## config.mk

```make
export PLATFORM = sky130hd
export DESIGN_NAME = pnlt_ctrl
export DESIGN_NICKNAME = d
export VERILOG_FILES = /design/src/design/pnlt_pkg.sv /design/src/design/pnlt_ctrl.sv
export SDC_FILE = /design/constraint.sdc
export NUM_CORES = 1
export LEC_CHECK = 0
export BUFFER_PORTS_ARGS = -buffer_cell sky130_fd_sc_hd__buf_2
export CORE_AREA = 2 2 39 41
export CTS_BUF_LIST = sky130_fd_sc_hd__clkbuf_16
export CTS_CLUSTER_SIZE = 30
export DETAILED_ROUTE_END_ITERATION = 12
export DIE_AREA = 0 0 41 43
export GPL_TIMING_DRIVEN = 0
export PLACE_DENSITY = 0.73
export SYNTH_ARGS = -nofsm -noshare
export SYNTH_HDL_FRONTEND = slang
export SYNTH_SLANG_ARGS = --single-unit
```

## constraint.sdc

```tcl
create_clock -name clk_i -period 2.2 [get_ports clk_i]
set_clock_uncertainty 0.15 [all_clocks]
set_input_delay 0.33 -clock clk_i [delete_from_list [all_inputs] [get_ports clk_i]]
set_output_delay 0.33 -clock clk_i [all_outputs]
set_load 0.02 [all_outputs]
```

## src/design/pnlt_pkg.sv

```systemverilog
// ----------------------------------------------------------------------------
// pnlt_pkg
// Shared types and constants of the packed neighbor-list table: field widths,
// action and status codes, FSM states and the control/status bundles.
// ----------------------------------------------------------------------------
`timescale 1ns / 1ps
`default_nettype none

package pnlt_pkg;

  // Default sizing
  localparam int unsigned PNLT_MAX_POINTS    = 4096;
  localparam int unsigned PNLT_MAX_NEIGHBORS = 64;
  localparam int unsigned PNLT_POOL_ENTRIES  = 16384;

  // Field widths
  localparam int unsigned ACT_W    = 3;
  localparam int unsigned PIDX_W   = 12;
  localparam int unsigned NIDX_W   = 12;
  localparam int unsigned DIST_W   = 32;
  localparam int unsigned SLOT_W   = 6;
  localparam int unsigned STAT_W   = 3;
  localparam int unsigned SCNT_W   = 7;
  localparam int unsigned PCNT_W   = 13;
  localparam int unsigned PAIR_W   = NIDX_W + DIST_W;

  localparam logic [PCNT_W-1:0] PCNT_RESET = PCNT_W'(4096);

  typedef enum logic [ACT_W-1:0] {
    ACT_CLEAR   = 3'd0,
    ACT_PREPARE = 3'd1,
    ACT_ADD     = 3'd2,
    ACT_COMMIT  = 3'd3,
    ACT_QUERY   = 3'd4
  } action_e;

  typedef enum logic [STAT_W-1:0] {
    ST_OK         = 3'd0,
    ST_STAGE_FULL = 3'd1,
    ST_POOL_FULL  = 3'd2,
    ST_BAD_POINT  = 3'd3,
    ST_BAD_SLOT   = 3'd4
  } status_e;

  typedef enum logic [2:0] {
    S_INIT,
    S_IDLE,
    S_DISPATCH,
    S_CLEAR,
    S_COPY,
    S_COPY_END,
    S_QTBL,
    S_QPOOL
  } state_e;

  // Controller -> datapath
  typedef struct packed {
    logic    latch;       // capture the input beat
    logic    clr_start;   // restart sweep counter, empty pool
    logic    sweep_step;  // zero one table entry
    logic    prep;        // select point, empty staging list
    logic    add;         // append one staging pair
    logic    copy_start;  // restart copy counter
    logic    copy_step;   // read one staging pair
    logic    commit;      // record count/start, advance tail
    logic    tbl_rd;      // read table entry of queried point
    logic    pool_rd;     // read pool pair of query
    logic    respond;     // load result registers, fire strobe
    logic    show_count;
    logic    show_data;
    status_e resp_status;
  } pnlt_cmd_t;

  // Datapath -> controller
  typedef struct packed {
    logic [ACT_W-1:0] act;
    logic             pidx_ok;
    logic             cur_ok;
    logic             stage_full;
    logic             stage_empty;
    logic             pool_fits;
    logic             slot_bad;
    logic             sweep_last;
    logic             copy_last;
  } pnlt_stat_t;

endpackage

`default_nettype wire

```

## src/design/pnlt_ctrl.sv

```systemverilog
// ----------------------------------------------------------------------------
// pnlt_ctrl
// Sequencer of the neighbor-list table: takes a command beat, steps the
// datapath through clear sweeps, staging copies and two-step table lookups.
// ----------------------------------------------------------------------------
`timescale 1ns / 1ps
`default_nettype none

module pnlt_ctrl (
  input  wire                    clk_i,
  input  wire                    rst_ni,
  input  wire                    start,
  output logic                   busy,
  input  pnlt_pkg::pnlt_stat_t   stat_i,
  output pnlt_pkg::pnlt_cmd_t    cmd_o
);
  import pnlt_pkg::*;

  state_e state_q, state_d;

  // State register; reset enters the table clearing sweep
  always_ff @(posedge clk_i or negedge rst_ni) begin
    if (!rst_ni) begin
      state_q <= S_INIT;
    end else begin
      state_q <= state_d;
    end
  end

  assign busy = (state_q != S_IDLE);

  // Next state and commands
  always_comb begin
    state_d = state_q;
    cmd_o   = '0;
    unique case (state_q)
      S_INIT: begin
        cmd_o.sweep_step = 1'b1;
        if (stat_i.sweep_last) state_d = S_IDLE;
      end
      S_IDLE: begin
        if (start) begin
          cmd_o.latch = 1'b1;
          state_d     = S_DISPATCH;
        end
      end
      S_DISPATCH: begin
        state_d = S_IDLE;
        unique case (stat_i.act)
          ACT_CLEAR: begin
            cmd_o.clr_start = 1'b1;
            state_d         = S_CLEAR;
          end
          ACT_PREPARE: begin
            cmd_o.respond = 1'b1;
            if (stat_i.pidx_ok) begin
              cmd_o.prep = 1'b1;
            end else begin
              cmd_o.resp_status = ST_BAD_POINT;
            end
          end
          ACT_ADD: begin
            cmd_o.respond = 1'b1;
            if (stat_i.stage_full) begin
              cmd_o.resp_status = ST_STAGE_FULL;
            end else begin
              cmd_o.add = 1'b1;
            end
          end
          ACT_COMMIT: begin
            priority if (stat_i.stage_empty) begin
              cmd_o.respond = 1'b1;
            end else if (!stat_i.cur_ok) begin
              cmd_o.respond     = 1'b1;
              cmd_o.resp_status = ST_BAD_POINT;
            end else if (!stat_i.pool_fits) begin
              cmd_o.respond     = 1'b1;
              cmd_o.resp_status = ST_POOL_FULL;
            end else begin
              cmd_o.copy_start = 1'b1;
              state_d          = S_COPY;
            end
          end
          ACT_QUERY: begin
            if (stat_i.pidx_ok) begin
              cmd_o.tbl_rd = 1'b1;
              state_d      = S_QTBL;
            end else begin
              cmd_o.respond     = 1'b1;
              cmd_o.resp_status = ST_BAD_POINT;
            end
          end
          default: begin
            // unused action codes: plain ok beat
            cmd_o.respond = 1'b1;
          end
        endcase
      end
      S_CLEAR: begin
        cmd_o.sweep_step = 1'b1;
        if (stat_i.sweep_last) begin
          cmd_o.respond = 1'b1;
          state_d       = S_IDLE;
        end
      end
      S_COPY: begin
        cmd_o.copy_step = 1'b1;
        if (stat_i.copy_last) state_d = S_COPY_END;
      end
      S_COPY_END: begin
        // last pool write lands here together with the table update
        cmd_o.commit  = 1'b1;
        cmd_o.respond = 1'b1;
        state_d       = S_IDLE;
      end
      S_QTBL: begin
        if (stat_i.slot_bad) begin
          cmd_o.respond     = 1'b1;
          cmd_o.show_count  = 1'b1;
          cmd_o.resp_status = ST_BAD_SLOT;
          state_d           = S_IDLE;
        end else begin
          cmd_o.pool_rd = 1'b1;
          state_d       = S_QPOOL;
        end
      end
      S_QPOOL: begin
        cmd_o.respond    = 1'b1;
        cmd_o.show_count = 1'b1;
        cmd_o.show_data  = 1'b1;
        state_d          = S_IDLE;
      end
      default: begin
        state_d = S_IDLE;
      end
    endcase
  end

endmodule

`default_nettype wire

```

# Word level (Yosys, flattened, before mapping)
# Cells that the tools add are included.
dict set report classes {
  n_addsub 0
  mul 0
  div 0
  magnitude_cmp 0
  n_eq_ne 15
  n_shift 0
  muxes 48
  bitwise_logic 0
  n_reduce_logical 6
}
# cell count
set ops {}
lappend ops {{two-way mux 3 bit} 10}
lappend ops {{two-way mux 1 bit} 26}
lappend ops {{case mux 3 bit (6 select lines)} 1}
lappend ops {{== test 3 bit, second input constant} 5}
lappend ops {{== test 3 x 2 -> 1 bit, second input constant} 4}
lappend ops {{two-way mux 2 bit} 5}
lappend ops {{case mux 3 bit (3 select lines)} 1}
lappend ops {{== test 3 x 1 -> 1 bit, second input constant} 2}
lappend ops {{logical NOT 3 bit} 2}
lappend ops {{case mux 2 bit (3 select lines)} 1}
lappend ops {{case mux 3 bit (2 select lines)} 1}
lappend ops {{OR reduction 2 bit} 3}
lappend ops {{!= test 2 bit, second input constant} 2}
lappend ops {{case mux 1 bit (4 select lines)} 1}
lappend ops {{!= test 3 x 1 -> 1 bit, second input constant} 1}
lappend ops {{case mux 1 bit (3 select lines)} 1}
lappend ops {{AND reduction 3 bit} 1}
lappend ops {{!= test 2 x 1 -> 1 bit, second input constant} 1}
lappend ops {{case mux 1 bit (2 select lines)} 1}
dict set report word_totals {
  ff_bits 3
  latchBits 0
  ramBits 0
  rom_bits 0
  input_bits 14
  output_inout_bits 17
  wordCells 70
  mem_count 0
}

# Logic depth before layout (Yosys ltp)
dict set report logic_depth {
  word_depth 5
  mapped_depth 4
  depth_no_buf 3
}

# Worst setup path after synthesis
# Ideal clock, no wire load.
dict set report synth_path {
  kind {register -> output}
  from {register state_q[2]}
  to {output cmd_o[11] (netlist bit)}
  arrival_time_ns 1.593
  required_time_ns 1.720
  path_slack_ns 0.127
  path_stages_with_launch 4
  n_path_buf 1
  path_cell_list {dfrtp_1 > or3b_4 > buf_6 > nor4_1}
}
# item line
set synth_rtl {}
lappend synth_rtl {{start, declared} pnlt_ctrl.sv:19} ;# state_e state_q, state_d;
lappend synth_rtl {{start signal, assigned} pnlt_ctrl.sv:26} ;# state_q <= state_d;
lappend synth_rtl {{end, declared} pnlt_ctrl.sv:15} ;# output pnlt_pkg::pnlt_cmd_t cmd_o

==> impl_results.md <==
- Dpl cells: 113
- Io pins: 31
- Final #Nets: 118
- PortBufs: 29
- Syn. warnings: 0
- Worst path required time: 1.72 ns
- Fin crit period: 2.10 ns
- Vias in the first global route: 579
- CP startpoint kind: flop
- Number of buffers created by CTS: 3
- CP max stage delay: 0.47 ns
- Cell Pwr Density: 1050 mW/mm^2
- Antenna violations before repair: 0
- First-pass GRT wire length: 2.26 mm
- Via count: 623
- Hpwl dp: 1.09 mm
- Sequential share of the synthesized area: 14.4%
- Min-delay worst type: in2async
- Fin cells: 119
- Drt pass-1 iters: 4
- Cell Area, Synth: 520 um^2
- Critical path's slowest cell: or3b_4
- Reg clk slew, reported paths: 0.03 ns
- Final wirelength: 1.41 mm
- Crit path DAT: 1.62 ns
- Leakage: 0.386 nW
- Max reg flops: 3
- Final setup fails: 0
- Register bit total from synthesis: 3
- Status: finished, final reports clean
- Worst-skew pair later-pin latency: 0.22 ns
- Initial core utilization: 37.6%
- CP max FO: 11
- Final Max Slew Viols: 0
- Syn_area_per_cell: 7.65 um^2
- Total global-route track usage: 18.3%
- Max VDD drop: 547 uV
- Post-route ant nets: 0
- Rel. slew slack: 73.1%
- Post-synth top area share: 14.4%
- Syn Nets: 82
- CP Class: reg2out
- Final hold vios: 0
- Die Area: 0.00176 mm^2
- CP Capture Type: output port
- Fraction of layout cells with a size suffix above 1: 43.7%
- Synthesis-to-finish area growth: 52.4%
- Final Wtd Congestion: 0.702
- Core ar.: 0.00138 mm^2
- Rows: 14
- GRT Residual Overflow: 0
- Routed len/inst: 11.8 um
- Pin count of the biggest net entering global routing: 11
- # diodes: 0
- Htree depth: 1
- Post-synth top area cell: dfrtp_1
- Top flop regs: state_q x3
- Max frequency: 476 MHz
- Cells after Synth: 68
- CTS Sinks: 3
- DRC viols: 0
- Via density per instance: 5.24
- Cell variety after synth: 36
- Detailed Route Iter0 Violations: 7
- Filler cell count: 125
- Synth area leaders: dfrtp_1 (14%), nor2b_1 (7.2%), a2111oi_2 (5.8%), buf_6 (4.3%), nand2_1 (4.3%)
- CTS tree: yes
- CP cell instances: or3b_4 -> a2111oi_4 -> buf_4
- Setup_tns: 0 ns
- Clock Path Buffers: 2
- Die Ht: 43 um
- Root Buffer: clkbuf_16
- Worst-margin pin slew: 0.398 ns
- Max Cap Violations: 0
- Period Utilization, post-route: 95.6%
- Die W: 41 um
- RSZ-0062 raised after global routing: false
- Top reg by flops: state_q
## placed cells by master, fill, tap and decap left out, types with 2 or more instances in the layout
master / n
clkbuf_16: 3
nor3b_1: 2
dfrtp_1: 3
xor2_1: 2
nor2_1: 5
o311ai_1: 2
buf_4: 4
o21ai_1: 2
nor4_1: 3
inv_1: 4
nor2b_1: 6
buf_2: 32
nand2_1: 6
a21oi_1: 3
nand2b_1: 2
## power breakdown
part            total, W  leakage [nW]  internal (W)  switching, W
Combinational   0.000460         0.307      0.000194      0.000266
Sequential     0.0000874        0.0369     0.0000763     0.0000111
Clock           0.000283        0.0423      0.000234     0.0000485
Total           0.000830         0.386      0.000504      0.000326
## cell usage after synthesis
library cell  n
inv_1         3
nand2_1       6
a2111oi_2     2
inv_2         1
nor4bb_1      1
o32a_1        1
a21oi_1       3
buf_4         1
nor2b_1       6
a21o_1        1
o311ai_1      2
mux2i_1       1
or3b_1        1
or2_1         1
and3_1        1
nor3_1        1
and4bb_1      1
nand2b_1      2
or3_1         1
a31oi_1       1
o2111ai_1     1
nor2_1        5
xor2_1        2
o21ai_1       2
a211oi_1      1
or3b_4        1
a2bb2oi_1     1
or4b_1        1
a22o_1        1
buf_2         4
dfrtp_1       3
nor3b_2       1
nor3b_1       2
and4_1        1
nor4_1        3
buf_6         2
## cell type report
cell class	instances	area (um^2)	area share, %
Buffer	6	38.8	4.89
Clock buffer	3	75.1	9.46
Clock inverter	1	3.75	0.473
Inverter	4	15.0	1.89
Multi-Input combinational cell	54	393	49.5
Sequential cell	3	75.1	9.46
Tap cell	16	20.0	2.52
Timing Repair Buffer	32	173	21.8
## metrics by stage
stage	hold slack (ns)	area, um^2	power, W	setup WS (ns)	utilization, %
after floorplan	-0.116	520	0.000417	0.127	-
after global placement	-0.0269	686	0.000521	0.213	49.5
after detailed placement	-0.0250	686	0.000532	0.222	49.5
after CTS	0.278	802	0.000853	0.00379	58.0
after global routing	0.308	793	0.000890	0.0405	57.3
final	0.278	793	0.000830	0.0970	57.3
## critical path, delay by kind of cell, from the launching register on
kind,cells,cell delay (ns)
AO/OA/AOI/OAI,1,0.33
buffers and inverters,1,0.19
flip-flops,1,0.41
AND/OR/NAND/NOR,1,0.47
## per-layer routing
metal  routed length (um)  track usage [%]
met1                  658             21.9
met3                   83             1.57
met4                   21             10.7
met2                  644             29.7
met5                    0                0
## cells by family (layout without fill, tap and decap cells)
family	count (synthesis)	in the layout	share of synthesized area, %
AOI/OAI and AO/OA	16	16	25.0
DFF	3	3	14.4
and+or+nand+nor	35	35	42.8
xor gates and xnor gates	2	2	3.37
buffers and inverters	11	46	12.5
muxes	1	1	1.92
## final timing paths
check / startpoint / end / slack [ns] / cells after the start
max: state_q[2] / cmd_o[1] / 0.1 / 3
min: rst_ni / state_q[1] / 0.28 / 2
max reg2reg: state_q[2] / state_q[1] / 0.42 / 4
min reg2reg: state_q[0] / state_q[2] / 0.57 / 2
max in group asynchronous: rst_ni / state_q[0] / 1.52 / 2
min in group clk_i: stat_i[2] / state_q[2] / 0.30 / 3
## repair_timing
item                                    4_1_cts  5_1_grt
cloned                                        0        0
buffers inserted                              2        0
endpoints found under the setup margin        1        4
pin swaps                                     1        1
endpoints found under the hold margin         3        0
gates resized for setup                       1        1
hold buffers                                  1        0
(Power assumes the default switching activity.)
